[config.mk]
export PLATFORM = sky130hd
export DESIGN_NAME = pressure_frame_crc_flow_decoder_core
export DESIGN_NICKNAME = d
export VERILOG_FILES = /design/src/hdl/pfcd_pkg.sv /design/src/hdl/pfcd_frame.sv /design/src/hdl/pfcd_flow.sv /design/src/hdl/pressure_frame_crc_flow_decoder_core.sv
export SDC_FILE = /design/constraint.sdc
export NUM_CORES = 1
export LEC_CHECK = 0
export ABC_CLOCK_PERIOD_IN_PS = 13700
export BUFFER_PORTS_ARGS = -buffer_cell sky130_fd_sc_hd__buf_2
export CORE_MARGIN = 1
export CORE_UTILIZATION = 57
export CTS_BUF_LIST = sky130_fd_sc_hd__clkbuf_16
export CTS_CLUSTER_SIZE = 12
export DETAILED_ROUTE_END_ITERATION = 10
export GPL_TIMING_DRIVEN = 0
export PLACE_DENSITY = 0.78
export SLEW_MARGIN = 20
export SYNTH_ARGS = -nofsm -noshare
export SYNTH_HDL_FRONTEND = slang
export SYNTH_SLANG_ARGS = --single-unit
[constraint.sdc]
create_clock -name clk -period 13.7 [get_ports clk]
set_input_delay 0.685 -clock clk [delete_from_list [all_inputs] [get_ports clk]]
set_output_delay 0.685 -clock clk [all_outputs]
set_load 0.05 [all_outputs]
[src/hdl/pfcd_pkg.sv]
// Shared types, constants and the CRC-8 byte update for the frame decoder.
package pfcd_pkg;

  typedef logic [1:0] status_t;

  localparam status_t ST_OK       = 2'd0;
  localparam status_t ST_WORD1_ERR = 2'd1;
  localparam status_t ST_WORD2_ERR = 2'd2;

  typedef logic [3:0] pos_t;

  // byte positions inside the nine-byte frame
  localparam pos_t POS_HI    = 4'd0;
  localparam pos_t POS_LO    = 4'd1;
  localparam pos_t POS_CRC1  = 4'd2;
  localparam pos_t POS_W2_HI = 4'd3;
  localparam pos_t POS_W2_LO = 4'd4;
  localparam pos_t POS_CRC2  = 4'd5;
  localparam pos_t POS_LAST  = 4'd8;
  localparam pos_t POS_IDLE  = 4'd9;

  localparam logic [7:0] CRC_INIT = 8'hFF;
  localparam logic [7:0] CRC_POLY = 8'h31;

  // floor(n / 15) as (n * FLOW_RECIP) >> FLOW_SHIFT, exact for n < 2^21
  localparam int FLOW_SHIFT = 25;
  localparam logic [21:0] FLOW_RECIP = 22'd2236963;

  typedef struct packed {
    logic           last;    // accepted byte is the ninth of its frame
    status_t        status;
    logic [15:0]    word;
  } frame_done_t;

  function automatic logic [7:0] crc8_byte(input logic [7:0] crc, input logic [7:0] b);
    logic [7:0] c;
    c = crc ^ b;
    for (int i = 0; i < 8; i++) begin
      if (c[7]) begin
        c = {c[6:0], 1'b0} ^ CRC_POLY;
      end else begin
        c = {c[6:0], 1'b0};
      end
    end
    return c;
  endfunction

endpackage

[src/hdl/pfcd_frame.sv]
// Frame tracker: byte position, running CRC, captured first word, error flag.
module pfcd_frame (
  input  logic                  clk,
  input  logic                  rst,
  input  logic                  accept,
  input  logic [7:0]            rx_byte,
  input  logic                  frame_start,
  output logic [15:0]           word,
  output pfcd_pkg::frame_done_t done
);
  import pfcd_pkg::*;

  pos_t        pos, pos_next;
  logic [7:0]  crc, crc_next;
  logic [15:0] word_next;
  status_t     err, err_next;

  pos_t        p_eff;
  logic [7:0]  crc_eff;
  logic [15:0] word_eff;
  status_t     err_eff;

  always_comb begin
    p_eff    = frame_start ? POS_HI : pos;
    crc_eff  = frame_start ? CRC_INIT : crc;
    word_eff = frame_start ? 16'd0 : word;
    err_eff  = frame_start ? ST_OK : err;

    pos_next  = pos;
    crc_next  = crc;
    word_next = word;
    err_next  = err;

    if (accept && p_eff < POS_IDLE) begin
      pos_next  = (p_eff == POS_LAST) ? POS_IDLE : p_eff + 4'd1;
      crc_next  = crc_eff;
      word_next = word_eff;
      err_next  = err_eff;
      unique case (p_eff)
        POS_HI: begin
          word_next = {rx_byte, word_eff[7:0]};
          crc_next  = crc8_byte(crc_eff, rx_byte);
        end
        POS_LO: begin
          word_next = {word_eff[15:8], rx_byte};
          crc_next  = crc8_byte(crc_eff, rx_byte);
        end
        POS_W2_HI, POS_W2_LO: begin
          crc_next = crc8_byte(crc_eff, rx_byte);
        end
        POS_CRC1: begin
          if (crc_eff != rx_byte && err_eff == ST_OK) err_next = ST_WORD1_ERR;
          crc_next = CRC_INIT;
        end
        POS_CRC2: begin
          if (crc_eff != rx_byte && err_eff == ST_OK) err_next = ST_WORD2_ERR;
          crc_next = CRC_INIT;
        end
        default: ;
      endcase
    end
  end

  assign done.last   = accept && (p_eff == POS_LAST);
  assign done.status = err_eff;
  assign done.word   = word_eff;

  always_ff @(posedge clk) begin
    if (rst) begin
      pos  <= POS_HI;
      crc  <= CRC_INIT;
      word <= 16'd0;
      err  <= ST_OK;
    end else begin
      pos  <= pos_next;
      crc  <= crc_next;
      word <= word_next;
      err  <= err_next;
    end
  end

  a_pos_range: assert property (@(posedge clk) disable iff (rst) pos <= POS_IDLE)
    else $error("frame position out of range");
  a_idle_holds: assert property (@(posedge clk) disable iff (rst)
    (pos == POS_IDLE && !(accept && frame_start)) |=> pos == POS_IDLE)
    else $error("left idle without a frame start");
  a_err_sticky: assert property (@(posedge clk) disable iff (rst)
    (err != ST_OK && !(accept && frame_start)) |=> $stable(err))
    else $error("frame error changed inside a frame");

endmodule

[src/hdl/pfcd_flow.sv]
// Flow scaler: signed word times 32/15, rounded, as Q10.8, two register stages.
module pfcd_flow (
  input  logic               clk,
  input  logic [15:0]        word,
  output logic signed [17:0] flow
);
  import pfcd_pkg::*;

  logic        neg;
  logic [15:0] mag;
  logic [20:0] num;
  logic [42:0] prod;
  logic [17:0] q;

  // stage 1: sign and magnitude
  always_ff @(posedge clk) begin
    neg <= word[15];
    mag <= word[15] ? 16'(~word + 16'd1) : word;
  end

  // round(m*32/15) == floor((32m + 7) / 15)
  assign num  = {mag, 5'b0} + 21'd7;
  assign prod = {22'd0, num} * {21'd0, FLOW_RECIP};
  assign q    = prod[FLOW_SHIFT +: 18];

  // stage 2: scaled and signed
  always_ff @(posedge clk) begin
    flow <= neg ? -$signed(q) : $signed(q);
  end

endmodule

[src/hdl/pressure_frame_crc_flow_decoder_core.sv]
// Top level of the nine-byte pressure frame decoder with CRC-8 check and flow scaling.
// Takes one received byte per word on the input channel, one word per clock cycle with
// no gaps required; frame_start marks byte 0 of a frame (after reset the decoder already
// sits at byte 0). A frame is three groups of two data bytes and a CRC-8 byte (poly 0x31,
// init 0xFF, MSB first); the first two groups are checked, the third is ignored. The ninth
// byte yields one result word: status (0 ok, 1 first CRC bad, 2 second CRC bad; first
// wins), raw_flow (first data word, big-endian, signed) and flow_lpm_q8 = raw/120 L/min as
// signed Q10.8, rounded to nearest, forced to 0 on a CRC error. Bytes after the ninth are
// swallowed until the next frame_start. Throughput is one byte per cycle while the input is
// ready: the CRC update is a single unrolled byte step, and the flow scaling runs in a
// two-stage pipeline that follows the captured word, long finished before the ninth byte
// arrives. The result is loaded into the output register in the cycle after the ninth byte,
// and the input stays ready while that register is empty or being read.
module pressure_frame_crc_flow_decoder_core (
  input  logic                     clk,
  input  logic                     rst,
  input  logic                     in_valid,
  output logic                     in_ready,
  input  logic [7:0]               rx_byte,
  input  logic                     frame_start,
  output logic                     out_valid,
  input  logic                     out_ready,
  output pfcd_pkg::status_t        status,
  output logic signed [15:0]       raw_flow,
  output logic signed [17:0]       flow_lpm_q8
);
  import pfcd_pkg::*;

  logic               accept;
  logic [15:0]        word;
  frame_done_t        done;
  logic signed [17:0] flow;

  // output register frees up when empty or drained this cycle
  assign in_ready = !out_valid || out_ready;
  assign accept   = in_valid && in_ready;

  // position, CRC and first-word capture
  pfcd_frame u_frame (
    .clk         (clk),
    .rst         (rst),
    .accept      (accept),
    .rx_byte     (rx_byte),
    .frame_start (frame_start),
    .word        (word),
    .done        (done)
  );

  // word is stable from byte 2 on, so flow is settled by byte 8
  pfcd_flow u_flow (
    .clk  (clk),
    .word (word),
    .flow (flow)
  );

  always_ff @(posedge clk) begin
    if (rst) begin
      out_valid <= 1'b0;
    end else if (in_ready) begin
      out_valid <= done.last;
    end
  end

  // result payload, loaded only on the ninth byte
  always_ff @(posedge clk) begin
    if (done.last) begin
      status      <= done.status;
      raw_flow    <= $signed(done.word);
      flow_lpm_q8 <= (done.status == ST_OK) ? flow : 18'sd0;
    end
  end

  a_err_zero_flow: assert property (@(posedge clk) disable iff (rst)
    (out_valid && status != ST_OK) |-> flow_lpm_q8 == 18'sd0)
    else $error("flow not zero on CRC error");
  a_status_code: assert property (@(posedge clk) disable iff (rst)
    out_valid |-> (status == ST_OK || status == ST_WORD1_ERR || status == ST_WORD2_ERR))
    else $error("undefined status code");
  a_last_gives_result: assert property (@(posedge clk) disable iff (rst)
    done.last |=> out_valid)
    else $error("ninth byte gave no result");
  a_ready_when_empty: assert property (@(posedge clk) disable iff (rst)
    !out_valid |-> in_ready)
    else $error("input stalled with empty output register");

endmodule
---- Yosys cells after proc, flatten, opt, wreduce, memory -nomap -nowiden ----
Index checks and enable logic that the tools add are counted.
storage, ports and cells
  bits in registers ....................... 102
  bits of input ports ..................... 13
  output and inout port bits .............. 38
  logic and storage cells ................. 135
cells by class
  add/sub/neg operators ................... 4
  multipliers ............................. 1
  order comparisons ....................... 1
  equality and inequality tests ........... 7
  muxes and demuxes ....................... 76
  bitwise logic cells ..................... 24
  reduce and logical (&&, ||, !) cells .... 10
operators with widths
  kind                      number
  $mux W8                   43
  $mux W6                   22
  $not A3 Y3                22
  $mul A21 B22 Y43 const B  1
  $pmux W16 S2              1
  $pmux W8 S4               1
  $add A21 B3 Y21 const B   1
  $mux W18                  1
  $neg A18 Y18              1
  $add A16 B1 Y16 const B   1
  $mux W16                  1
  $not A16 Y16              1
  $mux W15                  1
  $eq A4 B2 Y1 const B      2
  $eq A4 B3 Y1 const B      2
  $mux W4                   2
  $ne A8 B8 Y1              1
  $xor A8 B8 Y8             1
  $mux W2                   3
  $add A4 B1 Y4 const B     1
  $eq A4 B1 Y1 const B      1
  $eq A4 B4 Y1 const B      1
  $logic_and A1 B1 Y1       4
  $logic_not A4 Y1          1
  other kinds (6)           7

---- Logic depth before layout (Yosys ltp) ----
Gate-level depths: netlist (run 1).
  word-level depth ........................ 33
  mapped depth ............................ 26
  gate-level depth less buffers ........... 26

---- Hierarchy ----
Synthesis (run 1) repeated with hierarchy kept, for this count alone.
unflattened totals
  cells, all modules ...................... 980
  area total of the unflattened synthesis .. 9321.4 um^2
by module, submodules not included
  module                                times used  cells each  area each (um^2)  sequential area each (um^2)
  pfcd_flow                             1           661         5930.7            700.7
  pfcd_frame                            1           258         2133.3            600.6
  pressure_frame_crc_flow_decoder_core  1           61          1257.5            1101.1

---- Least setup slack after synthesis (run 1) ----
Ideal clock, no wire load.
  kind .................................... register to register
  from .................................... register u_flow.mag[14]
  to ...................................... register u_flow.flow[10]
  library setup time ...................... 0.072 ns
  data arrival time ....................... 5.916 ns
  required time ........................... 13.628 ns
  slack ................................... 7.712 ns
  stages on the path, launching flop included .. 24
  path buffers ............................ 0
  period minus slack after synthesis ...... 5.988 ns
  cells stage by stage .................... dfxtp_1 inv_1 ha_1 ha_1 or2_2 fa_1 inv_1 fa_1 fa_1 inv_1 fa_1 ha_1 ha_1 nand4_1 nor3_1 o21ai_0 o31ai_2 xnor2_1 ha_1 nand2b_1 nor4_1 inv_1 o41ai_1 xnor2_1
on the way
  word-level cells in the longest chain between the ends .. 4
RTL lines
  item                      RTL line         source
  start: declaration        pfcd_flow.sv:10  logic [15:0] mag;
  start signal: assignment  pfcd_flow.sv:18  mag <= word[15] ? 16'(~word + 16'd1) : word;
  $add A21 B3 Y21 (*)       pfcd_flow.sv:22  assign num = {mag, 5'b0} + 21'd7;
  $mul A21 B22 Y43 (*)      pfcd_flow.sv:23  assign prod = {22'd0, num} * {21'd0, FLOW_RECIP};
  $neg A18 Y18              pfcd_flow.sv:28  flow <= neg ? -$signed(q) : $signed(q);
  $mux W18 (*)              pfcd_flow.sv:28
  end signal: assignment    pfcd_flow.sv:28
  end: declaration          pfcd_flow.sv:5   output logic signed [17:0] flow
Mark *: on every way between the ends. The rest lies on a longest branch, timed or not.
A chain may end at the register's enable or synchronous reset.

---- Worst setup path in the final report (run 1) ----
Same ends and word-level chain as after synthesis.

==> impl_results.md, run 1 <==
* Outcome: complete, no violations
* DR WL/cell at 15.7 um
* Initial core utilization at between 50% and 60%
* Asr flop ratio synth at 0%
* Main area contributors after synthesis: ha_1 (22%), dfxtp_1 (15%), edfxtp_1 (12%)
* Max-slew violation count at 0
* CTS tree: yes
* Slowest CP cell: nor4_1
* Synthesized Nets at 1,151
* Crit path cell chain: inv_1 -> ha_1 -> ha_1 -> or2_2 -> fa_1 -> inv_1 -> fa_1 -> fa_1 -> inv_1 -> fa_1 -> ha_1 -> ha_1 -> nand4_1 -> nor3_1 -> o21ai_0 -> o31ai_2 -> xnor2_1 -> ha_1 -> nand2b_1 -> nor4_1 -> inv_1 -> o41ai_1 -> xnor2_1
* Crit-path max FO at 6
* Max frequency at 137 MHz
* Reg clk slew, reported paths at approximately 70 ps
* # hold bufs at CTS at 0
* Routed vias at 6,850
* Most frequent CP cell: ha_1
* Antenna-violating nets left at 0
* H-tree depth at 3
* CORE AREA at 0.0152 mm2
* EDFF count, synth at 36
* Max clock buf depth at 2
* Pleak at 4.57 nW
* Post-Syn Instances at 938
* Die Area at 0.0161 mm2
* WS Path Type: reg -> reg
* GRT overflow at 0
* Largest net degree at the start of global routing at 18
* Total power at 1.31 mW
* Ratio of cells with drive above 1 in the final layout at 8.37%
* Crit-path max cell delay at 740 ps
* Avg Synthesized Cell Area at 9.46 um2
* Vias in the first global route at 6,677
* Primary FF master, synth: dfxtp_1
* Mapped Area at 0.00887 mm2
* Tmin final at ~7300 ps
* NumNets Final at around 1,200
* ANT cells at 0
* Top-count cell post-synth: ha_1
* Sequential fraction of the synthesis area at 27.1%
* VDD IR-drop max at 0.0000673 V
* # DRC at 0
* Fillers at 1,268
* Area growth syn-to-layout at 8.82%
* Antenna violations before repair at 0
* Die X at 127 um
* RSZ-0062 raised after global routing: false
* Final WL at 18,700 um
* Synth top cells by count: ha_1 (154), inv_1 (115), dfxtp_1 (66), nor2_1 (66), nand2_1 (57)
* Final period util at between 50% and 60%
* Hpwl dp at 15,100 um
* CTS Root Cell: clkbuf_16
* DRT Pass-1 Iters at 5
* Cell taking the most area after synthesis: ha_1
* Power Dens Cells at about 140 mW/mm2
* Num CTS Buffers at 9
* Final core occ at 63.5%
* Starting DRT DRC Count at 536
* CP Launch Type: flip-flop
* Die height at 127 um
* Synth unique cells at 65
* Yosys warning count at 0
* Site row count at 45
* Final setup fails at 0
* Worst hold path type: reg -> reg
* Clk sinks at roughly 100
* Worst EP arrival at roughly 7600 ps
* I/O Buffers at 44
* Worst setup EP type: flip-flop
* Cts repair resizes at 0
* Share of the synthesized area in the top cell type at 21.7%
* Number of max-cap violations at 0
* First-pass GRT wire length at approximately 31,000 um
* RePlAce Congestion at roughly 0.9
* Clock skew at 8.20 ps
* I/O pin count at slightly above 50
* Slew @ Worst Pin at 889 ps
* Slew headroom at between 40% and 50%
* Clock Latency Late Sink at 350 ps
* Hold Vio Cnt, Final at 0
* Setup tns final at 0 ps
* Number of synthesized register bits at just over 100
* Post-CTS setup buffers at 0
* Total track usage at 24.3%
* Critical path required time at 13,980 ps
* Via density at about 5.8
stage by stage:
step / instance area, um2 / setup slack [ps] / hold WS (ps) / instances
global route: 9650 / 5950 / 402 / 1191
global placement: 9330 / 6390 / 365 / 1170
finish: 9650 / 6380 / 397 / 1191
CTS: 9650 / 6460 / 388 / 1191
floorplan: 8870 / 7710 / 329 / 938
detailed placement: 9360 / 6620 / 374 / 1175
power breakdown:
group | internal, mW | total (mW) | leakage [nW] | switching, mW
registers | 0.350 | 0.372 | 0.881 | 0.0214
clock network | 0.135 | 0.250 | 0.146 | 0.115
logic | 0.279 | 0.693 | 3.54 | 0.413
total | 0.765 | 1.31 | 4.57 | 0.549
registers in the layout, summed over array words and instances, names as in the netlist:
signal and flops:
u_flow.mag 16, status 2, u_flow.flow 18, u_frame.crc 8, u_frame.word 16, u_flow.neg 1
flow_lpm_q8 18, raw_flow 16, u_frame.err 2, out_valid 1, u_frame.pos 4
cell families (layout without fill, tap and decap cells):
group,Yosys count,after routing,synth area share [%]
muxes,4,4,0.465
DFF,102,102,27.1
buffers and inverters,140,205,5.92
AOI/OAI and AO/OA,173,173,12.9
adders and majority gates,200,200,32.1
and+or+nand+nor,247,247,14.3
xor gates and xnor gates,72,72,7.19
layer usage:
metal  routed length (um)  vias to the layer above  part of all wire, %  global-route usage (%)
met5                    0                        -                    0                       0
li1                     -                     3359                    -                       -
met3                  835                       29                  4.5                    3.29
met1                 8300                     3291                   44                    32.0
met2                 9200                      171                   49                    41.5
met4                  350                        0                  1.9                    7.21
critical path: cells and delay by family, from the launching register on:
kind	cells	cell delay (ps)
DFF	1	440
buffers and inverters	4	390
and+or+nand+nor	5	1580
AOI/OAI and AO/OA	3	1080
adders and majority gates	9	3290
xor gates and xnor gates	2	440
path summary, 6_finish.rpt:
kind / depth (start not counted) / endpoint / slack (ps) / startpoint
worst max-delay path: 23 / u_flow.flow[10]$_DFF_P_ / 6380 / u_flow.mag[14]$_DFF_P_
worst min-delay path: 0 / u_flow.neg$_DFF_P_ / 400 / u_frame.word[15]$_SDFFE_PP0P_
worst max register to register: 23 / u_flow.flow[10]$_DFF_P_ / 6380 / u_flow.mag[14]$_DFF_P_
worst min register to register: 0 / u_flow.neg$_DFF_P_ / 400 / u_frame.word[15]$_SDFFE_PP0P_
placed cells by master, fill, tap and decap left out, drive strengths merged, types with 36 or more instances in the layout:
cell type,netlist,layout
a21oi,43,43
xnor2,56,56
ha,154,154
nor2,66,66
dfxtp,66,66
inv,115,118
buf,2,51
nand2,57,57
o21ai,44,44
edfxtp,36,36
fa,46,46
cell type report:
cell class | count | area (um2) | area share, %
well taps | 188 | 235 | 2.44
flip-flops and latches | 102 | 2400 | 24.9
clock buffers | 10 | 250 | 2.59
clock inverters | 6 | 40.0 | 0.415
inverters | 115 | 432 | 4.47
repair buffers | 49 | 250 | 2.59
plain buffers | 25 | 93.8 | 0.972
multi-input cells | 696 | 5950 | 61.6
(Power assumes the default switching activity.)
==> inputs of run 2 (changes only) <==
- ABC_AREA: unset -> 1
- ABC_CLOCK_PERIOD_IN_PS: 13700 -> 6500
- PLACE_DENSITY: 0.78 -> 0.81
- clock period: 13.7 -> 6.5 ns (I/O delays scaled with it)
==> run 2 against run 1 <==
Net effect:
- synthesized cell count increased by 34%
- hold slack got worse by 130 ps
- worst setup slack got worse by 5800 ps
- via count increased by 18%
- area after synthesis increased by 9.3%
- core utilization about the same
- critical path type unchanged
- largest cell class unchanged
==> impl_results.md, run 2 <==
* Largest net degree at the start of global routing at 37 (+19)
* CTS Root Cell: clkbuf_16
* Largest family of logic cells by synthesized area: adder cells
* Ratio of cells with drive above 1 in the final layout at 10.2% (+1.8 points)
* RSZ-0062 raised after global routing: false
* Setup tns final at 0 ps (unchanged)
* Share of the synthesized area in the top cell type at 19.9% (-1.8 points)
* Crit-path max FO at 5 (-1)
* CTS tree: yes
* Crit path max-delay family: adder cells
* Mapped Area at 0.00970 mm2 (+9.3%)
* Asr flop ratio synth at 0% (unchanged)
* Max-slew violation count at 0 (unchanged)
* Slew @ Worst Pin at 998 ps (+108 ps)
* Placed cells at 1,529 (+30%)
* Main area contributors after synthesis: ha_1 (20%), dfxtp_1 (14%), edfxtp_1 (11%)
* Die height at 132 um (+4.5%)
* DRT Pass-1 Iters at 7 (+2)
* Final WL at 22,100 um (+18%)
* Most frequent CP cell: nand2_1
* CP Capture Point: u_flow.flow[14]$_DFF_P_
* CP startpoint: u_flow.mag[14]$_DFF_P_
* Site row count at 47 (+4.4%)
* I/O Buffers at 49 (+11%)
* Max frequency at 169 MHz (+24%)
* Die X at 132 um (+4.5%)
* Slew headroom at 33.5% (-6.7 points)
* Worst EP arrival at 6170 ps (-1430 ps)
* Tmin final at 5930 ps (-1390 ps)
* EDFF count, synth at 36 (unchanged)
* # DRC at 0 (unchanged)
* H-tree depth at 3 (unchanged)
* Biggest regs: flow_lpm_q8 (18), u_flow.flow (18)
* Post-CTS setup buffers at 0 (unchanged)
* Synth Area in Compound Gates at 7.56% (-5.3 points)
* Cell taking the most area after synthesis: ha_1
* Synthesized Nets at 1,473 (+28%)
* Total track usage at 26.4% (+2.1 points)
* Synth top cells by count: nand2_1 (276), inv_1 (265), ha_1 (154), nor2_1 (112), dfxtp_1 (66)
* Die Area at 0.0175 mm2 (+9.2%)
* Clk sinks at 102 (unchanged)
* Hold Vio Cnt, Final at 0 (unchanged)
* NumNets Final at 1,533 (+27%)
* RR Endpoint: u_flow.flow[14]$_DFF_P_
* Outcome: complete, no violations
* Number of synthesized register bits at 102 (unchanged)
* RePlAce Congestion at 0.983 (+8.9%)
* Worst setup EP type: flip-flop
* ANT cells at 0 (unchanged)
* Clock Latency Late Sink at 360 ps (about the same)
* Sequential fraction of the synthesis area at 24.8% (-2.3 points)
* Top-count cell post-synth: nand2_1
* Layout Cells excl Fill at 1,545 (+30%)
* Commonest non-fill, non-tap cell in the layout: nand2_1
* Slowest CP cell: fa_1
* Reg2Reg Depth at 28 (+22%)
* Synth unique cells at 45 (-31%)
* FF-to-FF Start: u_flow.mag[14]$_DFF_P_
* Num CTS Buffers at 9 (unchanged)
* Reg2reg setup slack at 570 ps (-5810 ps)
* Setup slack after layout at 572 ps (-5810 ps)
* Post-Synth Simple-Gate Area at 22.6% (+8.2 points)
* Max clock buf depth at 2 (unchanged)
* I/O pin count at 51 (unchanged)
* WS Path Type: reg -> reg
* Hpwl dp at 18,400 um (+22%)
* Starting DRT DRC Count at 538 (+0.37%)
* Yosys warning count at 0 (unchanged)
* Avg Synthesized Cell Area at 7.70 um2 (-19%)
* Area growth syn-to-layout at 8.55%
* Critical path required time at 6740 ps (-7240 ps)
* Via density at 5.25 (-8.8%)
* Most frequent cells in the layout: nand2_1 (276), inv_1 (264), ha_1 (154)
* Number of max-cap violations at 0 (unchanged)
* CORE AREA at 0.0166 mm2 (+9.1%)
* Crit-path max cell delay at 540 ps (-200 ps)
* First-pass GRT wire length at 37,000 um (+18%)
* CP Launch Type: flip-flop
* Post-Syn Instances at 1,260 (+34%)
* Antenna-violating nets left at 0 (unchanged)
* Reg clk slew, reported paths at 80 ps (about the same)
* Mux cell area share after synthesis at 0% (-0.47 points)
* Adder-cell share of the synthesized area at 29.4% (-2.7 points)
* Final period util at 91.2% (+38 points)
* Dpl ws at 680 ps (-5940 ps)
* Cts repair resizes at 0 (unchanged)
* Clock skew at 8.20 ps (+0.00907 ps)
* GRT overflow at 0 (unchanged)
* Antenna violations before repair at 0 (unchanged)
* Final setup fails at 0 (unchanged)
* Xor and xnor area share after synthesis at 4.62% (-2.6 points)
* Routed vias at 8,106 (+18%)
* Number of cells on the critical path at 28 (+22%)
* Primary FF master, synth: dfxtp_1
* Worst hold path type: in -> reg
* Vias in the first global route at 8,013 (+20%)
* Initial core utilization at 58.5% (+0.12 points)
* # hold bufs at CTS at 0 (unchanged)
* Crit path buf inv count at 5 (+1)
* DR WL/cell at 14.3 um (-9.0%)
run 2: cell types whose count changed after synthesis, sizes merged, moves of 18 or more:
cell / previous run / this run
inv: 115 / 271
nor2b: 18 / 0
nor2: 66 / 135
nand2b: 18 / 0
a21oi: 43 / 62
nand2: 57 / 296
nand3: 10 / 33
xnor2: 56 / 13
run 2: per-stage QoR:
stage | utilization (%) | hold WS, ps | instance area [um2]
5_1_grt | 63.5 | 292 | 10500
4_1_cts | 63.5 | 257 | 10500
3_5_place_dp | 61.6 | 363 | 10200
6_report | 63.5 | 265 | 10500
3_3_place_gp | 61.6 | 360 | 10200
2_1_floorplan | - | 352 | 9700
run 2: area by class of cell:
| cell class | instances | area, um2 |
|---|---|---|
| Multi-Input combinational cell | 873 | 6220 |
| Fill cell | 1457 | 6060 |
| Sequential cell | 102 | 2400 |
| Inverter | 271 | 1020 |
| Tap cell | 220 | 275 |
| Timing Repair Buffer | 49 | 245 |
| Clock buffer | 9 | 225 |
| Clock inverter | 7 | 83.8 |
| Buffer | 14 | 61.3 |
run 2: worst min-delay path by stage:
stage	from	end	slack (ps)	depth (start not counted)
6_report	out_ready	out_valid$_SDFFE_PP0N_	260	4
5_1_grt	out_ready	out_valid$_SDFFE_PP0N_	290	4
4_1_cts	out_ready	out_valid$_SDFFE_PP0N_	260	4
3_5_place_dp	u_frame.word[0]$_SDFFE_PP0P_	u_flow.mag[0]$_DFF_P_	360	0
3_3_place_gp	u_frame.word[0]$_SDFFE_PP0P_	u_flow.mag[0]$_DFF_P_	360	0
2_1_floorplan	u_frame.word[0]$_SDFFE_PP0P_	u_flow.mag[0]$_DFF_P_	350	0
run 2: worst min-delay path, stage by stage:
cell and delay (ps):
buf_2 80, inv_1 30, nand2_1 80, a21oi_1 70
run 2: routing by layer:
metal / part of all wire [%] / track usage, % / up-vias
met5: 0 / 0 / -
met4: 3.7 / 11.2 / 0
met3: 4.5 / 3.49 / 61
met2: 47 / 45.4 / 261
met1: 45 / 33.3 / 3704
li1: - / - / 4080
run 2: kinds of logic after synthesis:
kind of cell / after synthesis
compound gates: 124
xor+xnor: 46
fa+ha+maj: 200
buf+inv: 285
flops: 102
simple gates: 503
Power of run 2 is left out: the tool's default activity adds up to more than one toggle a clock period on the data nets, which glitch-free logic cannot reach.
==> inputs of run 3 (changes only) <==
- SYNTH_HIERARCHICAL: unset -> 1
==> run 3 against run 2 <==
Net effect:
- fmax rose by 4.2%
- core utilization decreased by 0.38 points
- critical endpoint is now u_flow/flow[14]$_DFF_P_
- largest cell class unchanged
- non-clock buffer count grew 5
- design area grew 3.7%
- hold slack got worse by 99 ps
- count of clock-buffer cells in the layout did not move
==> impl_results.md, run 3 <==
* DR WL/cell at 13.5 um (-5.3%)
* CP Launch Type: flip-flop
* Starting DRT DRC Count at 544 (+1.1%)
* Slowest CP cell: fa_1
* Most frequent cells in the layout: nand2_1 (341), inv_1 (284), ha_1 (155)
* Die X at 135 um (+1.9%)
* Worst setup EP type: flip-flop
* Total track usage at 25.9% (-0.49 points)
* Reg clk slew, reported paths at 70 ps (about the same)
* RSZ-0062 raised after global routing: false
* Sequential fraction of the synthesis area at 23.9% (-0.92 points)
* Vias in the first global route at 8,151 (+1.7%)
* Die height at 135 um (+1.9%)
* Crit path max-delay family: adder cells
* Primary FF master, synth: dfxtp_1
* Hpwl dp at 18,900 um (+2.8%)
* Outcome: complete, no violations
* Worst hold path type: in -> reg
* Area growth syn-to-layout at 8.35%
* CORE AREA at 0.0173 mm2 (+4.3%)
* Synthesized Nets at 1,569 (+6.5%)
* Asr flop ratio synth at 0% (unchanged)
* Routed vias at 8,510 (+5.0%)
* GRT overflow at 0 (unchanged)
* Synth unique cells at 43 (-4.4%)
* CTS Root Cell: clkbuf_16
* Crit path buf inv count at 7 (+2)
* Tmin final at 5690 ps (-241 ps)
* Die Area at 0.0182 mm2 (+3.8%)
* Max clock buf depth at 2 (unchanged)
* Main area contributors after synthesis: ha_1 (19%), dfxtp_1 (13%), nand2_1 (13%)
* EDFF count, synth at 36 (unchanged)
* Cts repair resizes at 0 (unchanged)
* # hold bufs at CTS at 0 (unchanged)
* I/O Buffers at 50 (+2.0%)
* Clock Latency Late Sink at 350 ps (about the same)
* Final setup fails at 0 (unchanged)
* Ratio of cells with drive above 1 in the final layout at 10.6% (+0.43 points)
* Site row count at 48 (+2.1%)
* Critical path required time at 6750 ps (about the same)
* Via density at 5.17 (-1.5%)
* Avg Synthesized Cell Area at 7.43 um2 (-3.4%)
* Number of max-cap violations at 0 (unchanged)
* Final WL at 22,300 um (+1.0%)
* Crit-path max FO at 5 (unchanged)
* Post-Syn Instances at 1,355 (+7.5%)
* Cell taking the most area after synthesis: ha_1
* Yosys warning count at 6 (+6)
* Crit-path max cell delay at 530 ps (about the same)
* RePlAce Congestion at 0.928 (-5.6%)
* Max frequency at 176 MHz (+4.2%)
* Commonest non-fill, non-tap cell in the layout: nand2_1
* Hold Vio Cnt, Final at 0 (unchanged)
* Slew @ Worst Pin at 630 ps (-368 ps)
* ANT cells at 0 (unchanged)
* Num CTS Buffers at 9 (unchanged)
* CTS tree: yes
* Max-slew violation count at 0 (unchanged)
* Mapped Area at 0.0101 mm2 (+3.9%)
* Share of the synthesized area in the top cell type at 19.3% (-0.62 points)
* Slew headroom at 57.8% (+24 points)
* Setup tns final at 0 ps (unchanged)
* Initial core utilization at 58.2% (-0.24 points)
* Synth top cells by count: nand2_1 (341), inv_1 (284), ha_1 (155), nor2_1 (97), dfxtp_1 (66)
* Final period util at 87.5% (-3.7 points)
* First-pass GRT wire length at 37,500 um (+1.6%)
* Antenna-violating nets left at 0 (unchanged)
* Clock skew at 4.90 ps (-3.30 ps)
* Number of synthesized register bits at 102 (unchanged)
* Largest net degree at the start of global routing at 24 (-35%)
* Biggest regs: flow_lpm_q8 (18), u_flow/flow (18)
* NumNets Final at 1,631 (+6.4%)
* Antenna violations before repair at 0 (unchanged)
* Top-count cell post-synth: nand2_1
* Worst EP arrival at 5930 ps (-240 ps)
* Post-CTS setup buffers at 0 (unchanged)
* DRT Pass-1 Iters at 6 (-1)
* # DRC at 0 (unchanged)
* I/O pin count at 51 (unchanged)
* WS Path Type: reg -> reg
* H-tree depth at 3 (unchanged)
* Clk sinks at 102 (unchanged)
run 3: cell types whose count changed after synthesis, moves of 13 or more:
cell and change:
a21oi_1 -13, a221oi_1 -17, a31oi_1 +16, inv_1 +19
nand2_1 +65, nand3_1 +26, nor2_1 -15, o21ai_0 +18
run 3: cells by family (layout without fill, tap and decap cells):
family | count (synthesis) | in the layout | synth area share [%]
AOI/OAI and AO/OA | 124 | 124 | 6.86
adders and majority gates | 201 | 201 | 28.4
buffers and inverters | 313 | 380 | 12.1
and+or+nand+nor | 579 | 579 | 25.5
DFF | 102 | 102 | 23.9
xor gates and xnor gates | 36 | 36 | 3.28
run 3: layout make-up:
cell class	instances	area (um2)
multi-input combinational	940	6460
fill	1533	6380
sequential	102	2400
inverter	296	1110
tap	225	282
timing repair buffer	51	278
clock buffer	9	225
buffer	17	110
clock inverter	7	48.8
run 3: metrics by stage:
stage               worst slack [ps]  hold WS, ps  util, %  instances  area, um2
global placement                 880          406     61.3       1630      10600
floorplan                       1310          359        -       1355      10100
finish                           813          166     63.1       1647      10900
CTS                              789          159     63.1       1647      10900
detailed placement               804          415     61.5       1631      10600
global route                     365          159     63.1       1647      10900
run 3: path summary, 6_finish.rpt:
| kind | start | to | slack, ps | depth (start not counted) |
|---|---|---|---|---|
| max | u_flow/mag[14]$_DFF_P_ | u_flow/flow[14]$_DFF_P_ | 810 | 28 |
| min | rst | out_valid$_SDFFE_PP0P_ | 170 | 2 |
| max reg2reg | u_flow/mag[14]$_DFF_P_ | u_flow/flow[14]$_DFF_P_ | 810 | 28 |
| min reg2reg | u_frame/word[0]$_SDFFE_PP0P_ | u_flow/mag[0]$_DFF_P_ | 430 | 0 |
run 3: worst reg2reg max path, delay by kind of cell, from the launching register on:
family	cells	cell delay, ps
simple gates	11	1210
flops	1	450
compound gates	1	220
buf+inv	7	570
fa+ha+maj	9	3180
run 3: routing by layer:
metal  up-vias  part of all wire, %  track usage, %
met5         -                    0               0
met4         0                  3.0            10.0
met3        56                  4.5            3.60
met2       230                   48            44.6
met1      3889                   45            32.7
li1       4335                    -               -
Power of run 3 is left out for the same reason.
